$ cat src/hw/rtl/length_prefix_deframer_defines.svh
// ----------------------------------------------------------------------------
// length_prefix_deframer_defines.svh
// assertion macros used by the deframer rtl
// ----------------------------------------------------------------------------
`ifndef LENGTH_PREFIX_DEFRAMER_DEFINES_SVH
`define LENGTH_PREFIX_DEFRAMER_DEFINES_SVH

// same-cycle implication, checked while out of reset
`define LPD_ASSERT_IMP(label, clk, rst_n, ante, cons, msg) \
	label: assert property (@(posedge clk) disable iff (!rst_n) (ante) |-> (cons)) \
		else $error(msg);

// next-cycle implication, checked while out of reset
`define LPD_ASSERT_NXT(label, clk, rst_n, ante, cons, msg) \
	label: assert property (@(posedge clk) disable iff (!rst_n) (ante) |=> (cons)) \
		else $error(msg);

`endif

$ cat src/hw/rtl/lpd_pkg.sv
// ----------------------------------------------------------------------------
// lpd_pkg
// types and constants of the length-prefixed frame deframer
// ----------------------------------------------------------------------------
package lpd_pkg;

	// number of big-endian length bytes in a frame header (1 to 8)
	localparam int LEN_BYTES = 8;
	localparam int HDR_CNT_W = 3;
	localparam int BYTE_W = 8;
	localparam int FRAME_LEN_W = 64;
	localparam int KIND_W = 2;

	typedef enum logic [1:0] {
		PH_HEADER  = 2'd0,
		PH_PAYLOAD = 2'd1,
		PH_TRAILER = 2'd2,
		PH_RESYNC  = 2'd3
	} phase_t;

	typedef enum logic [KIND_W-1:0] {
		KIND_PAYLOAD = 2'd0,
		KIND_END_OK  = 2'd1,
		KIND_END_BAD = 2'd2
	} kind_t;

	typedef struct packed {
		logic                   valid;
		kind_t                  kind;
		logic [BYTE_W-1:0]      data_byte;
		logic                   last_payload;
		logic [FRAME_LEN_W-1:0] frame_length;
	} result_t;

endpackage

$ cat src/hw/rtl/lpd_stream_if.sv
// ----------------------------------------------------------------------------
// lpd_stream_if
// valid/ready channels: received byte stream and decoded frame results
// ----------------------------------------------------------------------------
interface lpd_byte_if;
	logic                       valid;
	logic                       ready;
	logic [lpd_pkg::BYTE_W-1:0] in_byte;

	modport source (output valid, output in_byte, input ready);
	modport sink (input valid, input in_byte, output ready);
endinterface

interface lpd_frame_if;
	logic                            valid;
	logic                            ready;
	logic [lpd_pkg::KIND_W-1:0]      kind;
	logic [lpd_pkg::BYTE_W-1:0]      data_byte;
	logic                            last_payload;
	logic [lpd_pkg::FRAME_LEN_W-1:0] frame_length;

	modport source (output valid, output kind, output data_byte, output last_payload,
		output frame_length, input ready);
	modport sink (input valid, input kind, input data_byte, input last_payload,
		input frame_length, output ready);
endinterface

$ cat src/hw/rtl/length_prefix_deframer.sv
// ----------------------------------------------------------------------------
// length_prefix_deframer
// length-prefixed frame decoder for a received byte stream
// ----------------------------------------------------------------------------
// usage:
//   rx takes one byte per request: eight big-endian length bytes, then that
//   many payload bytes, then a trailer byte that must be zero.
//   frm gives one request per payload byte (last_payload on the final one)
//   and one end request per trailer with the frame length and ok/bad status.
//   header bytes and bytes dropped during resync give no request.
// path: a byte taken from rx sits in the input register, is decoded and is
//   loaded into the result register when it advances, and its result is
//   then offered on frm until the receiver takes it.
// throughput: one byte per cycle unless frm stalls, set by the phase update
//   and the 64-bit payload countdown between the input and result registers.
// stall: while frm holds a result that is not taken, a byte that gives a
//   result waits in the input register and rx drops ready; header and
//   resync bytes still flow through.
// reset: arst_n clears both valid flags and returns the decoder to the
//   header phase with an empty length.
// ----------------------------------------------------------------------------
module length_prefix_deframer (
	input  logic        clk,
	input  logic        arst_n,
	lpd_byte_if.sink    rx,
	lpd_frame_if.source frm
);

	logic                       valid_s1;
	logic [lpd_pkg::BYTE_W-1:0] byte_s1;
	logic                       advance;
	logic                       out_busy;
	logic                       rx_take;
	lpd_pkg::result_t           res;

	assign advance = valid_s1 && (!res.valid || !out_busy);
	assign rx.ready = !valid_s1 || advance;
	assign rx_take = rx.valid && rx.ready;

	always_ff @(posedge clk or negedge arst_n) begin
		if (!arst_n) begin
			valid_s1 <= 1'b0;
		end else if (rx_take) begin
			valid_s1 <= 1'b1;
		end else if (advance) begin
			valid_s1 <= 1'b0;
		end
	end

	always_ff @(posedge clk) begin
		if (rx_take) begin
			byte_s1 <= rx.in_byte;
		end
	end

	lpd_frame_fsm u_fsm (
		.clk        (clk),
		.arst_n     (arst_n),
		.step       (advance),
		.rx_byte_s1 (byte_s1),
		.res        (res)
	);

	lpd_out_reg u_out (
		.clk    (clk),
		.arst_n (arst_n),
		.load   (advance && res.valid),
		.res    (res),
		.busy   (out_busy),
		.frm    (frm)
	);

endmodule

$ cat src/hw/rtl/lpd_frame_fsm.sv
// ----------------------------------------------------------------------------
// lpd_frame_fsm
// frame phase tracking, length capture and payload countdown
// ----------------------------------------------------------------------------
`include "length_prefix_deframer_defines.svh"

module lpd_frame_fsm (
	input  logic                       clk,
	input  logic                       arst_n,
	input  logic                       step,
	input  logic [lpd_pkg::BYTE_W-1:0] rx_byte_s1,
	output lpd_pkg::result_t           res
);

	lpd_pkg::phase_t                   phase_q, phase_d;
	logic [lpd_pkg::HDR_CNT_W-1:0]     hdr_cnt_q, hdr_cnt_d;
	logic [lpd_pkg::FRAME_LEN_W-1:0]   remaining_q, remaining_d;
	logic [lpd_pkg::FRAME_LEN_W-1:0]   length_q, length_d;
	logic [lpd_pkg::FRAME_LEN_W-1:0]   length_shift;
	logic                              hdr_last;
	logic                              pay_last;
	logic                              byte_zero;

	// first header byte starts a fresh length
	assign length_shift = {(hdr_cnt_q == '0) ? {(lpd_pkg::FRAME_LEN_W-lpd_pkg::BYTE_W){1'b0}}
		: length_q[lpd_pkg::FRAME_LEN_W-lpd_pkg::BYTE_W-1:0], rx_byte_s1};
	assign hdr_last = (hdr_cnt_q == lpd_pkg::HDR_CNT_W'(lpd_pkg::LEN_BYTES - 1));
	assign pay_last = (remaining_q <= lpd_pkg::FRAME_LEN_W'(1));
	assign byte_zero = (rx_byte_s1 == '0);

	always_comb begin
		phase_d = phase_q;
		hdr_cnt_d = hdr_cnt_q;
		remaining_d = remaining_q;
		length_d = length_q;
		if (step) begin
			unique case (phase_q)
				lpd_pkg::PH_HEADER: begin
					length_d = length_shift;
					if (hdr_last) begin
						hdr_cnt_d = '0;
						remaining_d = length_shift;
						phase_d = (length_shift == '0) ? lpd_pkg::PH_TRAILER : lpd_pkg::PH_PAYLOAD;
					end else begin
						hdr_cnt_d = hdr_cnt_q + lpd_pkg::HDR_CNT_W'(1);
					end
				end
				lpd_pkg::PH_PAYLOAD: begin
					remaining_d = pay_last ? '0 : remaining_q - lpd_pkg::FRAME_LEN_W'(1);
					if (pay_last) begin
						phase_d = lpd_pkg::PH_TRAILER;
					end
				end
				lpd_pkg::PH_TRAILER: begin
					phase_d = byte_zero ? lpd_pkg::PH_HEADER : lpd_pkg::PH_RESYNC;
					hdr_cnt_d = '0;
					remaining_d = '0;
				end
				lpd_pkg::PH_RESYNC: begin
					if (byte_zero) begin
						phase_d = lpd_pkg::PH_HEADER;
						hdr_cnt_d = '0;
					end
				end
			endcase
		end
	end

	always_comb begin
		res = '0;
		res.kind = lpd_pkg::KIND_PAYLOAD;
		unique case (phase_q)
			lpd_pkg::PH_PAYLOAD: begin
				res.valid = 1'b1;
				res.data_byte = rx_byte_s1;
				res.last_payload = pay_last;
			end
			lpd_pkg::PH_TRAILER: begin
				res.valid = 1'b1;
				res.kind = byte_zero ? lpd_pkg::KIND_END_OK : lpd_pkg::KIND_END_BAD;
				res.frame_length = length_q;
			end
			lpd_pkg::PH_HEADER, lpd_pkg::PH_RESYNC: begin
				res.valid = 1'b0;
			end
		endcase
	end

	always_ff @(posedge clk or negedge arst_n) begin
		if (!arst_n) begin
			phase_q <= lpd_pkg::PH_HEADER;
			hdr_cnt_q <= '0;
			remaining_q <= '0;
			length_q <= '0;
		end else begin
			phase_q <= phase_d;
			hdr_cnt_q <= hdr_cnt_d;
			remaining_q <= remaining_d;
			length_q <= length_d;
		end
	end

	`LPD_ASSERT_IMP(a_hdr_cnt_phase, clk, arst_n, hdr_cnt_q != '0, phase_q == lpd_pkg::PH_HEADER, "header count outside header phase")
	`LPD_ASSERT_IMP(a_payload_phase, clk, arst_n, res.valid && res.kind == lpd_pkg::KIND_PAYLOAD, phase_q == lpd_pkg::PH_PAYLOAD, "payload result outside payload phase")
	`LPD_ASSERT_IMP(a_trailer_end, clk, arst_n, phase_q == lpd_pkg::PH_TRAILER, res.valid && res.kind != lpd_pkg::KIND_PAYLOAD, "trailer byte without end result")
	`LPD_ASSERT_NXT(a_resync_exit, clk, arst_n, step && phase_q == lpd_pkg::PH_RESYNC && byte_zero, phase_q == lpd_pkg::PH_HEADER && hdr_cnt_q == '0, "resync did not return to header")

endmodule

$ cat src/hw/rtl/lpd_out_reg.sv
// ----------------------------------------------------------------------------
// lpd_out_reg
// result register driving the frame result channel
// ----------------------------------------------------------------------------
module lpd_out_reg (
	input  logic             clk,
	input  logic             arst_n,
	input  logic             load,
	input  lpd_pkg::result_t res,
	output logic             busy,
	lpd_frame_if.source      frm
);

	logic                            valid_q;
	lpd_pkg::kind_t                  kind_q;
	logic [lpd_pkg::BYTE_W-1:0]      data_q;
	logic                            last_q;
	logic [lpd_pkg::FRAME_LEN_W-1:0] len_q;

	// result still waiting for the receiver
	assign busy = valid_q && !frm.ready;

	always_ff @(posedge clk or negedge arst_n) begin
		if (!arst_n) begin
			valid_q <= 1'b0;
		end else if (load) begin
			valid_q <= 1'b1;
		end else if (frm.ready) begin
			valid_q <= 1'b0;
		end
	end

	always_ff @(posedge clk) begin
		if (load) begin
			kind_q <= res.kind;
			data_q <= res.data_byte;
			last_q <= res.last_payload;
			len_q <= res.frame_length;
		end
	end

	assign frm.valid = valid_q;
	assign frm.kind = kind_q;
	assign frm.data_byte = data_q;
	assign frm.last_payload = last_q;
	assign frm.frame_length = len_q;

endmodule

$ cat src/flat_wrapper.sv
// flat-port wrapper written by rule: the top's interface ports become plain ports
module length_prefix_deframer_flat 
  (clk, arst_n, rx_valid, rx_in_byte, rx_ready, frm_valid, frm_kind, frm_data_byte, frm_last_payload, frm_frame_length, frm_ready);
  lpd_byte_if rx_i ();
  lpd_frame_if frm_i ();
  input  logic clk;
  input  logic arst_n;
  input wire logic [$bits(rx_i.valid)-1:0] rx_valid;
  input wire logic [$bits(rx_i.in_byte)-1:0] rx_in_byte;
  output wire logic [$bits(rx_i.ready)-1:0] rx_ready;
  output wire logic [$bits(frm_i.valid)-1:0] frm_valid;
  output wire logic [$bits(frm_i.kind)-1:0] frm_kind;
  output wire logic [$bits(frm_i.data_byte)-1:0] frm_data_byte;
  output wire logic [$bits(frm_i.last_payload)-1:0] frm_last_payload;
  output wire logic [$bits(frm_i.frame_length)-1:0] frm_frame_length;
  input wire logic [$bits(frm_i.ready)-1:0] frm_ready;
  assign rx_i.valid = rx_valid;
  assign rx_i.in_byte = rx_in_byte;
  assign rx_ready = rx_i.ready;
  assign frm_valid = frm_i.valid;
  assign frm_kind = frm_i.kind;
  assign frm_data_byte = frm_i.data_byte;
  assign frm_last_payload = frm_i.last_payload;
  assign frm_frame_length = frm_i.frame_length;
  assign frm_i.ready = frm_ready;
  length_prefix_deframer u_core (.clk(clk), .arst_n(arst_n), .rx(rx_i), .frm(frm_i));
endmodule
$ cat config.mk
export PLATFORM = sky130hd
export DESIGN_NAME = length_prefix_deframer_flat
export DESIGN_NICKNAME = d
export VERILOG_FILES = /design/src/hw/rtl/lpd_pkg.sv /design/src/hw/rtl/lpd_stream_if.sv /design/src/hw/rtl/length_prefix_deframer.sv /design/src/hw/rtl/lpd_frame_fsm.sv /design/src/hw/rtl/lpd_out_reg.sv /design/src/flat_wrapper.sv
export VERILOG_INCLUDE_DIRS = /design/src /design/src/hw/rtl
export SDC_FILE = /design/constraint.sdc
export NUM_CORES = 1
export LEC_CHECK = 0
export BUFFER_PORTS_ARGS = -buffer_cell sky130_fd_sc_hd__buf_2
export CELL_PAD_IN_SITES_DETAIL_PLACEMENT = 0
export CELL_PAD_IN_SITES_GLOBAL_PLACEMENT = 1
export CORE_ASPECT_RATIO = 1.2
export CORE_MARGIN = 10
export CORE_UTILIZATION = 51
export DETAILED_ROUTE_END_ITERATION = 10
export GPL_ROUTABILITY_DRIVEN = 0
export PLACE_DENSITY_LB_ADDON = 0.3
export SLEW_MARGIN = 20
export SYNTH_ARGS = -nofsm -noshare
export SYNTH_HDL_FRONTEND = slang
export SYNTH_SLANG_ARGS = --single-unit
$ cat constraint.sdc
create_clock -name clk -period 10 [get_ports clk]
set_clock_uncertainty 0.1 [all_clocks]
set_input_delay 2 -clock clk [delete_from_list [all_inputs] [get_ports clk]]
set_output_delay 2 -clock clk [all_outputs]
set_load 0.02 [all_outputs]
* After elaboration in Yosys (flattened, before gate mapping)
Index checks and enable logic that the tools add are counted.
Cells by class: reduce and logical (&&, ||, !) cells 24, eq/ne operators 7, add/sub/neg operators 2, mux-type cells 19, order comparisons 1
Operators with widths (count):
- $pmux 64 s3 | 1
- $mux 64 | 2
- $le 64x1->1 const B | 1
- $logic_not 64->1 | 1
- $sub 64x1->64 const B | 1
- $mux 56 | 1
- $mux 2 | 6
- $pmux 3 s3 | 1
- $logic_not 8->1 | 1
- $pmux 2 s4 | 1
- $mux 3 | 2
- $ne 2x2->1 const B | 3
- $reduce_and 3->1 | 2
- $reduce_bool 3->1 | 2
- $eq 2x2->1 const B | 2
- $logic_and 1x1->1 | 4
- $logic_not 1->1 | 4
- $mux 1 | 4
- $reduce_and 4->1 | 1
- $reduce_bool 2->1 | 2
- $reduce_or 2->1 | 2
- $add 3x1->3 const B | 1
- $eq 3x3->1 const B | 1
- $logic_not 3->1 | 1
- other kinds (5) | 6
Word-level totals: flip-flop bits (word level) 218, word-level logic and storage cells 64, input port bits 12, output and inout port bits 77

* Depth between registers and ports, before layout
word-level depth 9, depth in mapped cells 10, gate-level depth less buffers 8

* Cells and area by module
A second synthesis with hierarchy kept.
Unflattened totals: cell total of the unflattened synthesis 896, area, all modules 10050.9 µm²
Modules (own cells, without submodules):
- lpd_frame_fsm | seq. area each 3328.2 µm², area each 7450.9 µm², cells each 803, times used 1
- lpd_out_reg | seq. area each 2277.2 µm², area each 2297.2 µm², cells each 78, times used 1
- length_prefix_deframer | seq. area each 265.3 µm², area each 302.8 µm², cells each 15, times used 1

* Least setup slack after synthesis
Ideal clock, no wire load.
kind input to register, from input port frm_ready, to register u_core.u_out.data_q (netlist bit u_core.u_out.frm.data_byte[0]), enable pin, arrival 5384 ps, library setup time 510 ps, path slack 4006 ps, buffers on the path 0, stages on the path 3, data required time 9390 ps, cells stage by stage nand3b_1 -> nand2_1 -> nor2_1
Between the ends: word-level cells in the longest chain between the ends 6
RTL lines:
- start: declaration | line flat_wrapper.sv:16 | input wire logic [$bits(frm_i.ready)-1:0] frm_ready;
- $logic_not 1->1 | line lpd_out_reg.sv:21 | assign busy = valid_q && !frm.ready;
- $logic_and 1x1->1 | line lpd_out_reg.sv:21
- $logic_not 1->1 | line length_prefix_deframer.sv:36 | assign advance = valid_s1 && (!res.valid || !out_busy);
- $logic_or 1x1->1 | line length_prefix_deframer.sv:36
- $logic_and 1x1->1 | line length_prefix_deframer.sv:36
- $logic_and 1x1->1 | line length_prefix_deframer.sv:67 | .load (advance && res.valid),
- named net u_core.u_out.load | line lpd_out_reg.sv:8 | input logic load,
- end signal: assignment | line lpd_out_reg.sv:36 | data_q <= res.data_byte;
- end: declaration | line lpd_out_reg.sv:16 | logic [lpd_pkg::BYTE_W-1:0] data_q;
The timed path passes the listed nets, and every way through them passes these cells. A chain may end at the register's enable or synchronous reset.

* Final worst setup path
from input port frm_ready, to output port rx_ready
Between the ends: word-level cells in the longest chain between the ends 6
RTL lines:
- $logic_not 1->1 | line lpd_out_reg.sv:21
- $logic_and 1x1->1 | line lpd_out_reg.sv:21
- $logic_not 1->1 | line length_prefix_deframer.sv:36
- $logic_or 1x1->1 | line length_prefix_deframer.sv:36
- $logic_and 1x1->1 | line length_prefix_deframer.sv:36
- $logic_or 1x1->1 | line length_prefix_deframer.sv:37 | assign rx.ready = !valid_s1 || advance;
- end: declaration | line flat_wrapper.sv:10 | output wire logic [$bits(rx_i.ready)-1:0] rx_ready;
Every way passes these cells.

==> summary.txt <==
Status
  – Status: complete, no violations

Synthesis
  – Post-Syn Nets: 1047
  – Post-synthesis cell type count: 57
  – Post-synthesis sequential area ratio: 56.8%
  – Largest family of logic cells by synthesized area: simple AND/OR/NAND/NOR gates
  – EDFF count, synth: 83
  – Mux cell area share after synthesis: 0.823%
  – Synth warn: 0
  – Mapped Cells: 1026
  – Synth Cell Area: 0.0103 mm²
  – Synth async-reset ratio: 61.9%
  – Synth Area in XOR/XNOR: 0%
  – Compound-Gate Fraction of Synth Area: 15.4%
  – Post-synthesis register bit count: 218
  – Post-synth top flop: dfrtp_1
  – Adder-Cell Fraction of Synth Area: 1.09%
  – Post-synthesis simple-gate area fraction: 22.0%
  – Syn_area_per_cell: 10.1 µm²

Routing
  – Starting DRT DRC Count: 669
  – Vias: 8126
  – DR vias/cell: 5.97
  – Final wirelength: 28200 µm
  – Final antenna-violating net count: 0
  – Pre-antenna DRT Iters: 7
  – Routed wire per std cell: 20.7 µm
  – DRC Markers: 0

Clocking
  – Setup Buffers After CTS: 0
  – Clk root buf: clkbuf_16
  – Clock Sinks: 218
  – H-tree depth: 1
  – CTS tree: done
  – Clock Path Buffers: 3
  – Clk_lat worst skew: 0.50 ns
  – Hold-fix buffers, CTS: 0
  – CTS resizes: 0
  – Num CTS Buffers: 22
  – Clock Pin Slew Worst Setup and Hold Paths: 0.06 ns

Die
  – Core area: 0.0201 mm²
  – Initial Util: 51.4%
  – Ports: 89
  – Die area: 0.0264 mm²
  – Die Width: 150 µm
  – Die H: 176 µm
  – Row count: 57

Layout
  – Fillers: 1748
  – Number of diodes: 0
  – Syn-to-layout area delta: 13.1%
  – Nets: 1102
  – Design area: 0.0117 mm²
  – Share of layout cells above drive strength 1: 13.7%
  – Register Area: 0.00587 mm²
  – Area of the multi-input gates: 0.00412 mm²

STA
  – Setup TNS: 0 ns
  – Actual slew at the worst max-slew pin: 1.06 ns
  – Fin. max-slew vios: 0
  – Fin. Hold Viols: 0
  – Relative slew margins: 29.5%
  – RSZ-0062 raised after global routing: false
  – Crit path time final: 4.62 ns
  – Crit share post-route: 46.2%
  – Max Fclk: 0.216 GHz
  – Final setup fails: 0

Power
  – Int Power: 1530 µW
  – PD cells: 174 mW/mm²
  – Static Leak: 0.00462 µW
  – Maximum VDD drop: 0.152 mV
  – Psw: 502 µW
  – Comb pwr share: 8.4%
  – Total chip power: 2030 µW
  – Sequential share of power: 49.8%
  – Sw Ratio: 24.7%
  – Clock network power share: 41.8%

Critical path
  – Worst path required time: 7.90 ns
  – Max FO, Critical Path: 3
  – Arrival @ worst endpoint: 2.52 ns
  – Crit Path Class: primary input to output pin
  – Critical path cell sequence: buf_2 -> inv_1 -> nand4_1 -> buf_2
  – Family with the most delay on the worst path: buffers and inverters
  – CP Capture Type: output pin
  – Worst setup SP type: primary input
  – Crit path buf inv count: 3
  – Most used cell, CP: buf_2
  – CP max stage delay: 0.23 ns
  – CP max-delay cell: buf_2

GRT
  – GRT Total Usage: 21.0%
  – Most used routing layer: met2
  – First-pass GRT wire length: 44500 µm
  – Initial antenna violation count: 0
  – Met3 Track Usage GR: 3.18%
  – GRT Residual Overflow: 0
  – Largest net degree at the start of global routing: 124
  – Vias in the first global route: 7709
  – GR met2 Demand/Resource: 34.5%
  – Met1 usage: 28.2%

Placement
  – DP HPWL: 18700 µm
  – Port bufs: 88
  – Placed cell area: 0.0110 mm²

Job
  – Maxcap violations: 0

Hold path
  – HP Class: register to register
area by class of cell:
type | instances | share of cell area, %
multi-input cells | 710 | 35.2
well taps | 265 | 2.83
inverters | 31 | 0.995
clock buffers | 27 | 5.05
clock inverters | 13 | 1.29
repair buffers | 98 | 4.46
flip-flops and latches | 218 | 50.2
worst reg2reg max path, stage by stage, from the launching register on:
cell and delay (ns):
dfrtp_1 0.41, or3_1 0.48, or3_4 0.45, nor4_4 0.41, a31o_2 0.35, buf_4 0.51, nor2_1 0.27, a221o_1 0.37
per-layer routing:
layer | vias up | share of wire [%]
met4 | 0 | 2.8
met1 | 3942 | 42
met2 | 279 | 48
met5 | - | 0
met3 | 47 | 7.0
li1 | 3858 | -
logic make-up (layout without fill, tap and decap cells):
group                    after synthesis  after routing
adder cells (fa/ha/maj)                9              9
multiplexers                           8              8
AO/OA/AOI/OAI                        245            245
flip-flops                           218            218
AND/OR/NAND/NOR                      448            448
buffers and inverters                 98            169
metrics by stage:
stage	util [%]	setup WS (ns)	std cells	hold WS, ns
2_1_floorplan	-	4.01	1026	0.342
3_3_place_gp	54.5	5.40	1322	0.354
3_5_place_dp	54.5	5.38	1322	0.363
4_1_cts	58.2	5.37	1362	0.377
5_1_grt	58.2	5.34	1362	0.403
6_report	58.2	5.38	1362	0.373
state kept, by name, indices dropped and copies added (netlist names):
| signal | cells |
|---|---|
| u_core.u_fsm.length_q | 64 |
| u_core.valid_s1 | 1 |
| u_core.u_fsm.remaining_q | 64 |
| u_core.u_fsm.phase_q | 2 |
| u_core.u_out.frm.data_byte | 8 |
| u_core.u_out.frm.kind | 2 |
| u_core.u_out.frm.last_payload | 1 |
| u_core.u_out.frm.frame_length | 64 |
| u_core.byte_s1 | 8 |
| u_core.u_fsm.hdr_cnt_q | 3 |
| u_core.u_out.frm.valid | 1 |
power by group through the flow:
| stage | Clock, µW | Combinational, µW | Sequential, µW |
|---|---|---|---|
| global placement | 0 | 170 | 1030 |
| detailed placement | 0 | 172 | 1030 |
| CTS | 865 | 172 | 1010 |
| finish | 849 | 170 | 1010 |
| floorplan | 0 | 80.7 | 1050 |
| global route | 900 | 187 | 1020 |
synthesized netlist by cell type (16+ instances only):
library cell | instances | area share [%]
and2_1 | 71 | 4.3
or3_1 | 16 | 0.97
edfxtp_1 | 83 | 24
a21oi_1 | 22 | 1.1
clkbuf_1 | 53 | 1.9
nor4_1 | 33 | 2.0
nand3_1 | 21 | 1.0
nor2_1 | 52 | 1.9
o21ai_0 | 110 | 5.3
inv_1 | 31 | 1.1
nor3_1 | 38 | 1.8
nand2_1 | 162 | 5.9
dfrtp_1 | 135 | 33
path summary, 6_finish.rpt:
kind	slack [ns]	cells after the start	to	startpoint
setup / recovery	5.38	4	rx_ready	frm_ready
hold / removal	0.37	2	u_core.u_fsm.length_q[59]$_DFFE_PN0P_	u_core.u_fsm.length_q[59]$_DFFE_PN0P_
setup reg to reg	6.54	7	u_core.u_fsm.remaining_q[33]$_DFFE_PN0P_	u_core.u_fsm.remaining_q[50]$_DFFE_PN0P_
hold reg to reg	0.37	2	u_core.u_fsm.length_q[59]$_DFFE_PN0P_	u_core.u_fsm.length_q[59]$_DFFE_PN0P_
max in group asynchronous	7.10	2	u_core.u_fsm.remaining_q[34]$_DFFE_PN0P_	arst_n
min in group asynchronous	1.42	1	u_core.u_fsm.length_q[50]$_DFFE_PN0P_	arst_n
cell usage in the layout (no fill, tap or decap), drive strengths merged, types with 12 or more instances in the layout:
| cell type | n |
|---|---|
| nor2 | 52 |
| or4 | 12 |
| or3 | 17 |
| nand4 | 12 |
| nand3 | 21 |
| inv | 32 |
| edfxtp | 83 |
| clkbuf | 27 |
| buf | 98 |
| dfrtp | 135 |
| o21ai | 112 |
| nor3 | 38 |
| o2bb2ai | 12 |
| a21oi | 22 |
| and2 | 71 |
| nand2 | 162 |
| a22o | 12 |
| nor4 | 36 |
(Power assumes the default switching activity.)
